==> src/rtl/smfr_ram.sv <==
// Generic simple dual-port RAM: one write port, one read port, registered read data.
// No dependencies.
`timescale 1ns / 1ps
`default_nettype none

module smfr_ram #(
  parameter int WIDTH = 16,
  parameter int DEPTH = 256,
  localparam int AW = (DEPTH > 1) ? $clog2(DEPTH) : 1
) (
  input  wire logic             clk_i,
  input  wire logic             we_i,
  input  wire logic [AW-1:0]    waddr_i,
  input  wire logic [WIDTH-1:0] wdata_i,
  input  wire logic             re_i,
  input  wire logic [AW-1:0]    raddr_i,
  output logic      [WIDTH-1:0] rdata_o
);

  logic [WIDTH-1:0] mem_q [DEPTH];

  always_ff @(posedge clk_i) begin
    if (we_i) begin
      mem_q[waddr_i] <= wdata_i;
    end
    if (re_i) begin
      rdata_o <= mem_q[raddr_i];
    end
  end

endmodule

`default_nettype wire

==> config.mk <==
export PLATFORM = sky130hd
export DESIGN_NAME = smfr_ram
export DESIGN_NICKNAME = d
export VERILOG_FILES = /design/src/rtl/smfr_ram.sv
export SDC_FILE = /design/constraint.sdc
export NUM_CORES = 2
export LEC_CHECK = 0
export ABC_CLOCK_PERIOD_IN_PS = 5300
export BUFFER_PORTS_ARGS = -buffer_cell sky130_fd_sc_hd__buf_2
export CAP_MARGIN = 20
export CORE_ASPECT_RATIO = 2
export CORE_MARGIN = 8
export CORE_UTILIZATION = 30
export CTS_CLUSTER_SIZE = 40
export DETAILED_ROUTE_END_ITERATION = 8
export GPL_ROUTABILITY_DRIVEN = 0
export MAX_ROUTING_LAYER = met4
export PLACE_DENSITY = 0.4
export RECOVER_POWER = 25
export SYNTH_ARGS = -nofsm -noshare
export SYNTH_HDL_FRONTEND = slang
export SYNTH_SLANG_ARGS = --single-unit
==> constraint.sdc <==
create_clock -name clk_i -period 5.3 [get_ports clk_i]
set_clock_uncertainty 0.1 [all_clocks]
set_input_delay 1.06 -clock clk_i [delete_from_list [all_inputs] [get_ports clk_i]]
set_output_delay 1.06 -clock clk_i [all_outputs]
set_load 0.02 [all_outputs]
==> impl_metrics.env <==
export IMPL_grt_use_met3_pct=1.78
export IMPL_crit_start="raddr_i[0]"
export IMPL_cp_start_kind="input pin"
export IMPL_die_height_um=1050
export IMPL_grt_ovfl_total=0
export IMPL_clock_path_buffers=4
export IMPL_path_class="input pin to flop"
export IMPL_drt_initial_drc_count=6334
export IMPL_ys_seq_elements=4112
export IMPL_cts_resized_gates=0
export IMPL_num_vias=77983
export IMPL_final_common_cell="edfxtp_1"
export IMPL_ys_types=51
export IMPL_place_area_um2=172000
export IMPL_io_pins=51
export IMPL_synth_edf_count=4112
export IMPL_seq_area_um2=123000
export IMPL_r2r_start="mem_q[97][10]"
export IMPL_critPathMostFrequentCell="buf_12"
export IMPL_synth_top_area_share_pct=77.7
export IMPL_crit_required_ns=5.92
export IMPL_worstPathCellList="buf_12, buf_12, buf_12, buf_12, buf_12, mux2i_1, o221ai_1, o22ai_1, a22oi_1, nand3_1, nor4_1"
export IMPL_rsz0062_at_grt="no"
export IMPL_die_w_um=531
export IMPL_clkSinkCount=4112
export IMPL_dp_slack_ns=-0.372
export IMPL_ys_seq_area_share_pct=77.7
export IMPL_die_area_um2=555000
export IMPL_syn_inst=7360
export IMPL_cp_arrival_ns=5.46
export IMPL_synth_main_ff_cell="edfxtp_1"
export IMPL_cts_setup_buffers=0
export IMPL_power_density_nw_per_um2=362
export IMPL_endpoint_kind="flop"
export IMPL_hold_violations=0
export IMPL_ff2ff_setup_slack_ns=1.74
export IMPL_grt_max_degree=143
export IMPL_routedWlPerCell_um=34.4
export IMPL_final_area_um2=184000
export IMPL_portBuffers=50
export IMPL_routed_wl_um=529000
export IMPL_syn_cell_area_um2=159000
export IMPL_htreeDepth=5
export IMPL_slew_violations=1356
export IMPL_synth_net_count=7395
export IMPL_synthTopCellsByArea="edfxtp_1 (78%), mux4_2 (11%), mux2i_1 (3.6%), o221ai_1 (1.4%), nor2_1 (0.72%)"
export IMPL_synthArstFlopShare_pct=0
export IMPL_path_max_fanout=32
export IMPL_num_rows=378
export IMPL_use_met1_pct=20.2
export IMPL_top_usage_layer="met2"
export IMPL_min_path_type="input pin to flop"
export IMPL_layout_common_cells="edfxtp_1 (4112), mux4_2 (797), buf_4 (596)"
export IMPL_relSlewSlack_pct=-190
export IMPL_tns_ns=0
export IMPL_crit_buf_inv=5
export IMPL_grtUsageTotal_pct=19.2
export IMPL_setup_ws_ns=0.453
export IMPL_fmax_mhz=206
export IMPL_outcome="complete, but fails checks"
export IMPL_ir_worst_vdd_mv=0.268
export IMPL_drt_pass1_iterations=5
export IMPL_violations="max-capacitance violations, max-slew violations"
export IMPL_finalPower_mw=66.5
export IMPL_dp_hpwl_um=347000
export IMPL_routed_via_density=5.07
export IMPL_worstMarginPinSlew_ns=4.36
export IMPL_ys_warn_count=0
export IMPL_syn_avg_cell_area_um2=21.6
export IMPL_setup_violations_final=0
export IMPL_hp_start="wdata_i[8]"
export IMPL_min_period_ns=4.85
export IMPL_max_stage_delay_ns=1.12
export IMPL_fin_util_pct=34.8
export IMPL_grt_pass1_vias=82719
export IMPL_core_area_um2=529000
export IMPL_path_clk_slew_ns=0.06
export IMPL_nFillCells=49506
export IMPL_crit_slowest_cell="a22oi_1"
export IMPL_drive_gt1_share_pct=28.0
export IMPL_cp_top_family="compound AO/OA/AOI/OAI gates"
export IMPL_drtAntennaViolNets=0
export IMPL_met2_usage_pct=36.2
export IMPL_antenna_found_initial=46
export IMPL_synthToLayoutAreaGrowth_pct=15.7
export IMPL_cts_buffers=366
export IMPL_initial_core_util_pct=30.0
export IMPL_hold_buffers=0
export IMPL_multiInputGateArea_um2=33300
export IMPL_maxCapViolations=20
export IMPL_p_leak_nw=57.2
export IMPL_grt_pass1_wl_um=721000
export IMPL_clock_latency_ns=0.95
export IMPL_clock_root_buffer="clkbuf_16"
export IMPL_cts_tree="built"
export IMPL_yosys_area_top_type="edfxtp_1"
export IMPL_nets=8047
export IMPL_drc=0
export IMPL_fin_crit_sh_pct=91.5
[logic make-up (layout without fill, tap and decap cells)]
logic type | Yosys count | after routing | synth area share, %
AND/OR/NAND/NOR | 556 | 556 | 1.57
multiplexers | 1450 | 1450 | 15.5
flip-flops | 4112 | 4112 | 77.7
buffers and inverters | 456 | 1398 | 1.69
AO/OA/AOI/OAI | 786 | 786 | 3.53
other | 0 | 46 | 0
[power breakdown]
part | switching (mW) | internal (mW) | leakage [nW]
Clock | 12.2 | 14.6 | 5.65
Sequential | 0.0363 | 35.9 | 37.0
Combinational | 2.51 | 1.24 | 14.6
Total | 14.7 | 51.7 | 57.2
[synthesized netlist by cell type (4+ instances only)]
| master | count |
|---|---|
| a2111oi_0 | 6 |
| a211oi_1 | 18 |
| a21oi_1 | 175 |
| a221oi_1 | 28 |
| a22o_1 | 32 |
| a22oi_1 | 43 |
| a31oi_1 | 6 |
| and3_1 | 11 |
| buf_1 | 27 |
| buf_12 | 5 |
| buf_2 | 76 |
| buf_4 | 26 |
| buf_6 | 77 |
| buf_8 | 11 |
| clkbuf_1 | 230 |
| edfxtp_1 | 4112 |
| mux2_2 | 88 |
| mux2i_1 | 565 |
| mux4_2 | 797 |
| nand2_1 | 38 |
| nand3_1 | 35 |
| nand4_1 | 26 |
| nor2_1 | 304 |
| nor2b_1 | 9 |
| nor3_1 | 92 |
| nor4_1 | 17 |
| o21ai_0 | 37 |
| o221ai_1 | 252 |
| o22ai_1 | 148 |
| o31ai_1 | 16 |
| o32ai_1 | 20 |
| or2_2 | 4 |
[final timing paths]
| path | endpoint | cells after the start |
|---|---|---|
| setup / recovery | rdata_o[10] | 11 |
| hold / removal | mem_q[132][8] | 1 |
| setup reg to reg | rdata_o[10] | 6 |
| hold reg to reg | rdata_o[12] | 6 |
[sequential cells by signal (all words and copies together) (netlist names)]
signal	flops
mem_q	4096
rdata_o	16
[metrics by stage]
stage	cells	hold WS, ns
floorplan	7360	0.873
global placement	14666	1.09
detailed placement	14671	1.09
CTS	15329	0.359
global route	15367	0.525
finish	15378	0.537
[layout make-up]
cell class / instances / share of cell area [%]
clock inverter: 199 / 1.03
clock buffer: 459 / 5.29
timing repair buffer: 736 / 3.51
multi-input combinational: 2792 / 18.1
antenna: 46 / 0.0626
inverter: 4 / 0.0150
sequential: 4112 / 67.2
tap: 7030 / 4.79
[metal layers]
metal / part of all wire (%) / vias up
met5: 0 / -
met4: 5.3 / 0
met3: 3.3 / 658
met2: 56 / 1812
met1: 35 / 42938
li1: - / 32575
Note: power is estimated with default switching activity, not from simulation.
