$ cat config.mk
export PLATFORM = sky130hd
export DESIGN_NAME = smfr_ctrl
export DESIGN_NICKNAME = d
export VERILOG_FILES = /design/src/rtl/smfr_pkg.sv /design/src/rtl/smfr_ctrl.sv
export SDC_FILE = /design/constraint.sdc
export NUM_CORES = 1
export LEC_CHECK = 0
export BUFFER_PORTS_ARGS = -buffer_cell sky130_fd_sc_hd__clkbuf_2
export CAP_MARGIN = 10
export CORE_MARGIN = 8
export CORE_UTILIZATION = 27
export DETAILED_ROUTE_END_ITERATION = 8
export HOLD_SLACK_MARGIN = 0.06
export REMOVE_ABC_BUFFERS = 1
export SYNTH_ARGS = -nofsm -noshare
export SYNTH_HDL_FRONTEND = slang
export SYNTH_SLANG_ARGS = --single-unit
$ cat constraint.sdc
create_clock -name clk_i -period 3.4 [get_ports clk_i]
set_input_delay 0.34 -clock clk_i [delete_from_list [all_inputs] [get_ports clk_i]]
set_output_delay 0.34 -clock clk_i [all_outputs]
set_load 0.05 [all_outputs]
$ cat src/rtl/smfr_pkg.sv
// Package for the slot message frame reassembler.
// Sizes, address widths, state and opcode enums, request/result and RAM port structs.
// No dependencies.
`timescale 1ns / 1ps
`default_nettype none

package smfr_pkg;

  localparam int RAW_FIFO_DEPTH    = 256;
  localparam int FRAME_QUEUE_DEPTH = 8;
  localparam int SLOTS_PER_FRAME   = 9;

  localparam logic [7:0] KIND_SLOT = 8'h20;

  localparam int RAW_AW  = (RAW_FIFO_DEPTH > 1) ? $clog2(RAW_FIFO_DEPTH) : 1;
  localparam int RAW_LW  = $clog2(RAW_FIFO_DEPTH + 1);
  localparam int FQ_AW   = (FRAME_QUEUE_DEPTH > 1) ? $clog2(FRAME_QUEUE_DEPTH) : 1;
  localparam int FQ_LW   = $clog2(FRAME_QUEUE_DEPTH + 1);
  localparam int SLOT_W  = $clog2(SLOTS_PER_FRAME);
  localparam int SCNT_W  = $clog2(SLOTS_PER_FRAME + 1);

  // frame RAM: current frame, staged frame, then the queue slots
  localparam int FRM_DEPTH = SLOTS_PER_FRAME * (FRAME_QUEUE_DEPTH + 2);
  localparam int FRM_AW    = $clog2(FRM_DEPTH);
  localparam int CUR_BASE  = 0;
  localparam int STG_BASE  = SLOTS_PER_FRAME;
  localparam int Q_BASE    = 2 * SLOTS_PER_FRAME;

  typedef enum logic [1:0] {
    OP_RX_BYTE     = 2'd0,
    OP_CYCLE_START = 2'd1,
    OP_READ_POS    = 2'd2,
    OP_POP_RAW     = 2'd3
  } opcode_e;

  typedef enum logic [2:0] {
    ST_IDLE,
    ST_COPY,
    ST_READ,
    ST_WAIT,
    ST_DONE
  } state_e;

  typedef struct packed {
    opcode_e    opcode;
    logic [7:0] rx_byte;
    logic [3:0] position;
  } request_t;

  typedef struct packed {
    logic        value_valid;
    logic [15:0] value;
    logic        staged_is_fill;
    logic [8:0]  rx_level;
    logic [3:0]  frames_queued;
    logic [31:0] seq_gap_count;
    logic [31:0] frames_dropped_count;
    logic [31:0] recv_overrun_count;
    logic [31:0] fill_frame_count;
    logic [31:0] popped_count;
  } result_t;

  typedef struct packed {
    logic              we;
    logic [RAW_AW-1:0] waddr;
    logic [15:0]       wdata;
    logic              re;
    logic [RAW_AW-1:0] raddr;
  } raw_req_t;

  typedef struct packed {
    logic              we;
    logic [FRM_AW-1:0] waddr;
    logic [15:0]       wdata;
    logic              re;
    logic [FRM_AW-1:0] raddr;
  } frm_req_t;

  function automatic logic [FRM_AW-1:0] q_base(input logic [FQ_AW-1:0] slot);
    q_base = FRM_AW'(Q_BASE) + FRM_AW'(slot) * FRM_AW'(SLOTS_PER_FRAME);
  endfunction

endpackage

`default_nettype wire

$ cat src/rtl/smfr_ctrl.sv
// Sequencer of the reassembler: message assembly, FIFO and frame queue pointers,
// counters and the frame copy engine. Depends on smfr_pkg; drives both RAMs.
`timescale 1ns / 1ps
`default_nettype none

module smfr_ctrl import smfr_pkg::*; (
  input  wire logic     clk_i,
  input  wire logic     rst_ni,
  input  wire logic     req_valid_i,
  output logic          req_ready_o,
  input  wire request_t req_i,
  output logic          res_valid_o,
  input  wire logic     res_ready_i,
  output result_t       res_o,
  output raw_req_t      raw_req_o,
  input  wire logic [15:0] raw_rdata_i,
  output frm_req_t      frm_req_o,
  input  wire logic [15:0] frm_rdata_i
);

  state_e              state_q, state_d;
  logic [7:0]          msg_q [4];
  logic [7:0]          msg_d [4];
  logic [2:0]          msg_cnt_q, msg_cnt_d;
  logic [7:0]          exp_seq_q, exp_seq_d;
  logic [RAW_AW-1:0]   raw_head_q, raw_head_d, raw_tail_q, raw_tail_d;
  logic [RAW_LW-1:0]   raw_level_q, raw_level_d;
  logic [SLOTS_PER_FRAME-1:0] mask_q, mask_d;
  logic [FQ_AW-1:0]    fq_head_q, fq_head_d;
  logic [FQ_LW-1:0]    fq_level_q, fq_level_d;
  logic                fill_q, fill_d, loaded_q, loaded_d;
  logic [31:0]         gap_q, gap_d, drop_q, drop_d, ovr_q, ovr_d;
  logic [31:0]         fcnt_q, fcnt_d, pop_q, pop_d;
  logic [SCNT_W-1:0]   cnt_q, cnt_d;
  logic [FRM_AW-1:0]   src_q, src_d, dst_q, dst_d;
  logic [3:0]          pos_q, pos_d;
  logic                ret_read_q, ret_read_d;
  logic                rd_raw_q, rd_raw_d;
  logic                vvalid_q, vvalid_d;
  logic [15:0]         value_q, value_d;

  logic [7:0]          pos8, seq8;
  logic [15:0]         slot_val;
  logic                in_range, prefix_ok, is_last, mask_full, pos_ok;
  logic [SLOTS_PER_FRAME-1:0] need;
  logic [SLOT_W-1:0]   pos_idx;
  logic [RAW_AW-1:0]   raw_head_inc, raw_tail_inc;
  logic [FQ_AW-1:0]    fq_head_inc, fq_slot;
  logic [FQ_LW:0]      fq_sum;

  always_comb begin
    pos8      = msg_q[1];
    seq8      = msg_q[2];
    slot_val  = {msg_q[3], req_i.rx_byte};
    in_range  = pos8 < 8'(SLOTS_PER_FRAME);
    pos_idx   = pos8[SLOT_W-1:0];
    is_last   = pos8 == 8'(SLOTS_PER_FRAME - 1);
    mask_full = &mask_q;
    for (int k = 0; k < SLOTS_PER_FRAME; k++) begin
      need[k] = 8'(k) < pos8;
    end
    prefix_ok    = (mask_q & need) == need;
    raw_head_inc = (raw_head_q == RAW_AW'(RAW_FIFO_DEPTH - 1)) ? '0 : raw_head_q + 1'b1;
    raw_tail_inc = (raw_tail_q == RAW_AW'(RAW_FIFO_DEPTH - 1)) ? '0 : raw_tail_q + 1'b1;
    fq_head_inc  = (fq_head_q == FQ_AW'(FRAME_QUEUE_DEPTH - 1)) ? '0 : fq_head_q + 1'b1;
    fq_sum       = (FQ_LW+1)'(fq_head_q) + (FQ_LW+1)'(fq_level_q);
    fq_slot      = (fq_sum >= (FQ_LW+1)'(FRAME_QUEUE_DEPTH))
                 ? FQ_AW'(fq_sum - (FQ_LW+1)'(FRAME_QUEUE_DEPTH)) : FQ_AW'(fq_sum);
    pos_ok       = {1'b0, req_i.position} < 5'(SLOTS_PER_FRAME);
  end

  always_comb begin
    state_d    = state_q;
    msg_d      = msg_q;
    msg_cnt_d  = msg_cnt_q;
    exp_seq_d  = exp_seq_q;
    raw_head_d = raw_head_q;
    raw_tail_d = raw_tail_q;
    raw_level_d = raw_level_q;
    mask_d     = mask_q;
    fq_head_d  = fq_head_q;
    fq_level_d = fq_level_q;
    fill_d     = fill_q;
    loaded_d   = loaded_q;
    gap_d      = gap_q;
    drop_d     = drop_q;
    ovr_d      = ovr_q;
    fcnt_d     = fcnt_q;
    pop_d      = pop_q;
    cnt_d      = cnt_q;
    src_d      = src_q;
    dst_d      = dst_q;
    pos_d      = pos_q;
    ret_read_d = ret_read_q;
    rd_raw_d   = rd_raw_q;
    vvalid_d   = vvalid_q;
    value_d    = value_q;
    raw_req_o  = '0;
    frm_req_o  = '0;
    req_ready_o = 1'b0;
    res_valid_o = 1'b0;

    case (state_q)
      ST_IDLE: begin
        req_ready_o = 1'b1;
        if (req_valid_i) begin
          vvalid_d = 1'b0;
          value_d  = '0;
          state_d  = ST_DONE;
          case (req_i.opcode)
            OP_RX_BYTE: begin
              if (msg_cnt_q != 3'd4) begin
                msg_d[msg_cnt_q[1:0]] = req_i.rx_byte;
                msg_cnt_d = msg_cnt_q + 3'd1;
              end else begin
                msg_cnt_d = '0;
                if (msg_q[0] == KIND_SLOT) begin
                  if (seq8 != exp_seq_q) begin
                    gap_d = gap_q + 32'd1;
                  end
                  exp_seq_d = seq8 + 8'd1;
                  raw_req_o.we    = 1'b1;
                  raw_req_o.waddr = raw_head_q;
                  raw_req_o.wdata = slot_val;
                  raw_head_d = raw_head_inc;
                  if (raw_level_q == RAW_LW'(RAW_FIFO_DEPTH)) begin
                    raw_tail_d = raw_tail_inc;
                    ovr_d = ovr_q + 32'd1;
                  end else begin
                    raw_level_d = raw_level_q + 1'b1;
                  end
                  if (!in_range) begin
                    drop_d = drop_q + 32'd1;
                  end else if (pos8 == 8'd0) begin
                    if (!mask_full) begin
                      drop_d = drop_q + 32'd1;
                    end
                    frm_req_o.we    = 1'b1;
                    frm_req_o.waddr = FRM_AW'(CUR_BASE);
                    frm_req_o.wdata = slot_val;
                    mask_d = SLOTS_PER_FRAME'(1);
                  end else if (!prefix_ok) begin
                    drop_d = drop_q + 32'd1;
                  end else begin
                    frm_req_o.we    = 1'b1;
                    frm_req_o.waddr = FRM_AW'(CUR_BASE) + FRM_AW'(pos_idx);
                    frm_req_o.wdata = slot_val;
                    mask_d = mask_q | (SLOTS_PER_FRAME'(1) << pos_idx);
                    if (is_last) begin
                      if (fq_level_q == FQ_LW'(FRAME_QUEUE_DEPTH)) begin
                        fq_head_d = fq_head_inc;
                        drop_d = drop_q + 32'd1;
                      end else begin
                        fq_level_d = fq_level_q + 1'b1;
                      end
                      src_d      = FRM_AW'(CUR_BASE);
                      dst_d      = q_base(fq_slot);
                      cnt_d      = '0;
                      ret_read_d = 1'b0;
                      state_d    = ST_COPY;
                    end
                  end
                end
              end
            end
            OP_CYCLE_START: begin
              loaded_d = 1'b0;
            end
            OP_READ_POS: begin
              pos_d = req_i.position;
              if (!loaded_q) begin
                loaded_d = 1'b1;
                if (fq_level_q != '0) begin
                  src_d      = q_base(fq_head_q);
                  dst_d      = FRM_AW'(STG_BASE);
                  fq_head_d  = fq_head_inc;
                  fq_level_d = fq_level_q - 1'b1;
                  fill_d     = 1'b0;
                  cnt_d      = '0;
                  ret_read_d = 1'b1;
                  state_d    = ST_COPY;
                end else begin
                  fill_d = 1'b1;
                  fcnt_d = fcnt_q + 32'd1;
                end
              end else if (!fill_q && pos_ok) begin
                frm_req_o.re    = 1'b1;
                frm_req_o.raddr = FRM_AW'(STG_BASE) + FRM_AW'(req_i.position[SLOT_W-1:0]);
                rd_raw_d = 1'b0;
                state_d  = ST_WAIT;
              end
            end
            OP_POP_RAW: begin
              if (raw_level_q != '0) begin
                raw_req_o.re    = 1'b1;
                raw_req_o.raddr = raw_tail_q;
                raw_tail_d  = raw_tail_inc;
                raw_level_d = raw_level_q - 1'b1;
                pop_d    = pop_q + 32'd1;
                rd_raw_d = 1'b1;
                state_d  = ST_WAIT;
              end
            end
            default: begin
              state_d = ST_DONE;
            end
          endcase
        end
      end
      ST_COPY: begin
        // read one slot ahead, write the slot read last cycle
        if (cnt_q < SCNT_W'(SLOTS_PER_FRAME)) begin
          frm_req_o.re    = 1'b1;
          frm_req_o.raddr = src_q + FRM_AW'(cnt_q);
        end
        if (cnt_q != '0) begin
          frm_req_o.we    = 1'b1;
          frm_req_o.waddr = dst_q + FRM_AW'(cnt_q) - FRM_AW'(1);
          frm_req_o.wdata = frm_rdata_i;
        end
        cnt_d = cnt_q + 1'b1;
        if (cnt_q == SCNT_W'(SLOTS_PER_FRAME)) begin
          state_d = ret_read_q ? ST_READ : ST_DONE;
        end
      end
      ST_READ: begin
        state_d = ST_DONE;
        if (!fill_q && ({1'b0, pos_q} < 5'(SLOTS_PER_FRAME))) begin
          frm_req_o.re    = 1'b1;
          frm_req_o.raddr = FRM_AW'(STG_BASE) + FRM_AW'(pos_q[SLOT_W-1:0]);
          rd_raw_d = 1'b0;
          state_d  = ST_WAIT;
        end
      end
      ST_WAIT: begin
        vvalid_d = 1'b1;
        value_d  = rd_raw_q ? raw_rdata_i : frm_rdata_i;
        state_d  = ST_DONE;
      end
      ST_DONE: begin
        res_valid_o = 1'b1;
        if (res_ready_i) begin
          state_d = ST_IDLE;
        end
      end
      default: begin
        state_d = ST_IDLE;
      end
    endcase
  end

  always_comb begin
    res_o.value_valid          = vvalid_q;
    res_o.value                = value_q;
    res_o.staged_is_fill       = fill_q;
    res_o.rx_level             = 9'(raw_level_q);
    res_o.frames_queued        = 4'(fq_level_q);
    res_o.seq_gap_count        = gap_q;
    res_o.frames_dropped_count = drop_q;
    res_o.recv_overrun_count   = ovr_q;
    res_o.fill_frame_count     = fcnt_q;
    res_o.popped_count         = pop_q;
  end

  always_ff @(posedge clk_i or negedge rst_ni) begin
    if (!rst_ni) begin
      state_q     <= ST_IDLE;
      msg_cnt_q   <= '0;
      exp_seq_q   <= '0;
      raw_head_q  <= '0;
      raw_tail_q  <= '0;
      raw_level_q <= '0;
      mask_q      <= '0;
      fq_head_q   <= '0;
      fq_level_q  <= '0;
      fill_q      <= 1'b0;
      loaded_q    <= 1'b0;
      gap_q       <= '0;
      drop_q      <= '0;
      ovr_q       <= '0;
      fcnt_q      <= '0;
      pop_q       <= '0;
      cnt_q       <= '0;
      ret_read_q  <= 1'b0;
      rd_raw_q    <= 1'b0;
      vvalid_q    <= 1'b0;
    end else begin
      state_q     <= state_d;
      msg_cnt_q   <= msg_cnt_d;
      exp_seq_q   <= exp_seq_d;
      raw_head_q  <= raw_head_d;
      raw_tail_q  <= raw_tail_d;
      raw_level_q <= raw_level_d;
      mask_q      <= mask_d;
      fq_head_q   <= fq_head_d;
      fq_level_q  <= fq_level_d;
      fill_q      <= fill_d;
      loaded_q    <= loaded_d;
      gap_q       <= gap_d;
      drop_q      <= drop_d;
      ovr_q       <= ovr_d;
      fcnt_q      <= fcnt_d;
      pop_q       <= pop_d;
      cnt_q       <= cnt_d;
      ret_read_q  <= ret_read_d;
      rd_raw_q    <= rd_raw_d;
      vvalid_q    <= vvalid_d;
    end
  end

  always_ff @(posedge clk_i) begin
    msg_q   <= msg_d;
    src_q   <= src_d;
    dst_q   <= dst_d;
    pos_q   <= pos_d;
    value_q <= value_d;
  end

`ifndef SYNTHESIS
  a_raw_level_bound: assert property (@(posedge clk_i) disable iff (!rst_ni)
    raw_level_q <= RAW_LW'(RAW_FIFO_DEPTH))
    else $error("raw FIFO level beyond depth");

  a_fq_level_bound: assert property (@(posedge clk_i) disable iff (!rst_ni)
    fq_level_q <= FQ_LW'(FRAME_QUEUE_DEPTH))
    else $error("frame queue level beyond depth");

  a_frm_no_collision: assert property (@(posedge clk_i) disable iff (!rst_ni)
    (frm_req_o.we && frm_req_o.re) |-> (frm_req_o.waddr != frm_req_o.raddr))
    else $error("frame RAM read and write to the same entry");

  a_raw_one_port: assert property (@(posedge clk_i) disable iff (!rst_ni)
    !(raw_req_o.we && raw_req_o.re))
    else $error("raw FIFO push and pop in one cycle");

  a_wait_after_read: assert property (@(posedge clk_i) disable iff (!rst_ni)
    (state_q == ST_WAIT) |-> $past(raw_req_o.re || frm_req_o.re))
    else $error("value capture without a RAM read");
`endif

endmodule

`default_nettype wire
==> metrics.yaml <==
grt_pass1_vias: 11701
yosys.area.top_type: "dfrtp_1"
use_met1_pct: 15.8
required_ps: 3060
ant_nets: 0
hold_ws_ps: 114
syn_area_um2: 14700
dr.pass1.iters: 5
endpoint_kind: "primary output"
slew_violations: 0
tightest_slew_ps: 1060
synth.area.top_cells: "dfrtp_1 (38%), edfxtp_1 (13%), xnor2_1 (8.0%)"
synth.lib_cells_used.distinct: 68
port_buffers: 308
drcViolationCount: 0
startpoint_type: "register"
place_area_um2: 17900
cts_tree: "done"
die_h_um: 249
hold_class: "in -> reg"
cts-root-buf: "clkbuf_16"
row_count: 85
die_area_um2: 62100
fmaxAchievable_mhz: 304
gp_congestion: 0.803
avgSynthCellArea_um2: 10.7
nets: 1838
core_um2: 53800
antenna_found_initial: 3
wl_per_cell_um: 17.2
wl_mm: 42.3
synthMostInstantiatedCell: "dfrtp_1"
clkSlewWorstSetupHoldPaths_ps: 60
overflow: 0
yosys-top-cells-count: "dfrtp_1 (224), xnor2_1 (134), nand2_1 (131), nor2_1 (109), nand3_1 (78)"
numCtsBuffers: 37
finalCritPeriodShare_pct: 96.8
clk_latency_ps: 540
power_density_nw_per_um2: 604
hold_viol: 0
arrival_ps: 2950
clk_path_buf_depth: 3
cts.sinks: 289
async_flop_share_pct: 77.5
met2_usage_pct: 22.0
crit_fanout: 9
grt_max_degree: 88
dpl.hpwl_mm: 31.6
top_usage_layer: "met2"
ys_ff_latch: 289
drv_cap: 0
yosysTopAreaCellShare_pct: 38.2
drive_above_1_share_pct: 25.1
io_pins: 309
grt_usage_pct: 13.2
leakage_nw: 8.95
die_x_um: 249
vias: 11514
postSynthCellCount: 1374
synth-edff-count: 65
gr-usage-met3_pct: 3.85
ir_drop_uv: 395
ys.flop_type: "dfrtp_1"
grt_pass1_wl_mm: 66.5
yosys_warnings: 0
start_util_pct: 27.3
pre_cts_slack_ps: 284
drt_iter0_markers: 529
syn_to_final_growth_pct: 31.1
setup_viol: 0
slew_headroom_pct: 29.4
post-route-min-period_ps: 3290
status: "finished, final reports clean"
worstSetupPathType: "reg -> out"
fin_skew_ps: 15.0
post_drt_via_cell_ratio: 4.69
fin_area_um2: 19300
fin_ws_ps: 109
htreeDepth: 2
yosysSeqAreaShare_pct: 51.5
flip-flops by register name (all words and copies together) (netlist names), 9 cells and up:
register     count
ovr_q           32
fcnt_q          32
msg_q           16
value_q         16
drop_q          32
pop_q           32
gap_q           32
raw_level_q      9
mask_q           9
routing by layer:
layer	up-vias	part of all wire [%]
met5	-	0.054
met3	85	6.3
met1	5612	42
met4	4	3.4
met2	274	48
li1	5539	-
stage by stage:
step / utilization (%) / power, mW / TNS [ps] / cells
after floorplan: - / 6.68 / -4220 / 1337
after global placement: 33.2 / 7.82 / 0 / 2373
after detailed placement: 33.2 / 7.90 / 0 / 2373
after CTS: 35.6 / 11.8 / 0 / 2448
after global routing: 35.8 / 12.3 / -82.2 / 2453
final: 35.8 / 11.6 / 0 / 2453
path summary, 6_finish.rpt:
kind                            cells past startpoint                         to              startpoint  slack (ps)
worst max-delay path                                8              frm_req_o[26]       pos8[7]$_DFFE_PP_         110
worst min-delay path                                3  value_q[10]$_SDFFCE_PN0P_         raw_rdata_i[10]         110
worst max register to register                      6      gap_q[23]$_DFFE_PN0P_     msg_q[25]$_DFFE_PP_         330
worst min register to register                      1     drop_q[31]$_DFFE_PN0P_  drop_q[31]$_DFFE_PN0P_         470
max in group asynchronous                           3      ovr_q[12]$_DFFE_PN0P_                  rst_ni        2110
min in group asynchronous                           2     fcnt_q[27]$_DFFE_PN0P_                  rst_ni         380
final cells by class:
cell class,instances,area [um2]
fillers,5414,34600
clock inverters,14,113
multi-input cells,998,6810
inverters,50,190
repair buffers,353,2650
well taps,696,871
flip-flops and latches,289,7560
diodes,1,2.50
clock buffers,52,1060
critical path, cell delays in order (launching register included):
cell and delay [ps]:
edfxtp_1 350, or4_4 560, a221o_1 310, or3_4 380, nor3_1 190, buf_4 200, buf_4 130, a22o_4 130
buf_12 140
report_power, final:
group / internal [mW] / switching [mW]
Sequential: 3.90 / 0.403
Combinational: 1.23 / 2.30
Clock: 2.27 / 1.53
Total: 7.41 / 4.23
repair_timing:
item / in CTS / in global routing
gates resized for setup: 6 / 13
hold buffers: 8 / 0
pin swaps: 0 / 0
endpoints found under the setup margin: 22 / 20
endpoints found under the hold margin: 95 / 0
setup buffers: 1 / 3
cloned: 0 / 1
logic make-up after synthesis:
group                    synth area share, %
AND/OR/NAND/NOR                         19.9
flip-flops                              51.5
XOR/XNOR                                12.4
AO/OA/AOI/OAI                           6.11
buffers and inverters                   2.50
adder cells (fa/ha/maj)                 5.28
multiplexers                            2.31
placed cells by master (no fill, tap or decap), types with 7 or more instances in the layout:
master         instances
clkbuf_2             259
dfrtp_1              223
xnor2_1              134
nand2_1              131
nor2_1               108
nand3_1               77
xor2_1                74
edfxtp_1              65
ha_1                  54
nand4_1               49
inv_1                 48
buf_12                48
and2_1                43
clkbuf_16             40
a21oi_1               36
buf_4                 34
nor3_1                31
o21ai_0               31
and3_1                31
nor4_1                22
and4_1                22
a22o_1                17
mux2i_1               17
mux2_2                14
nand2b_1               9
clkbuf_1               9
clkinv_2               8
dlygate4sd3_1          8
a21o_1                 7
or2_2                  7
or3_1                  7
(Power assumes the default switching activity.)
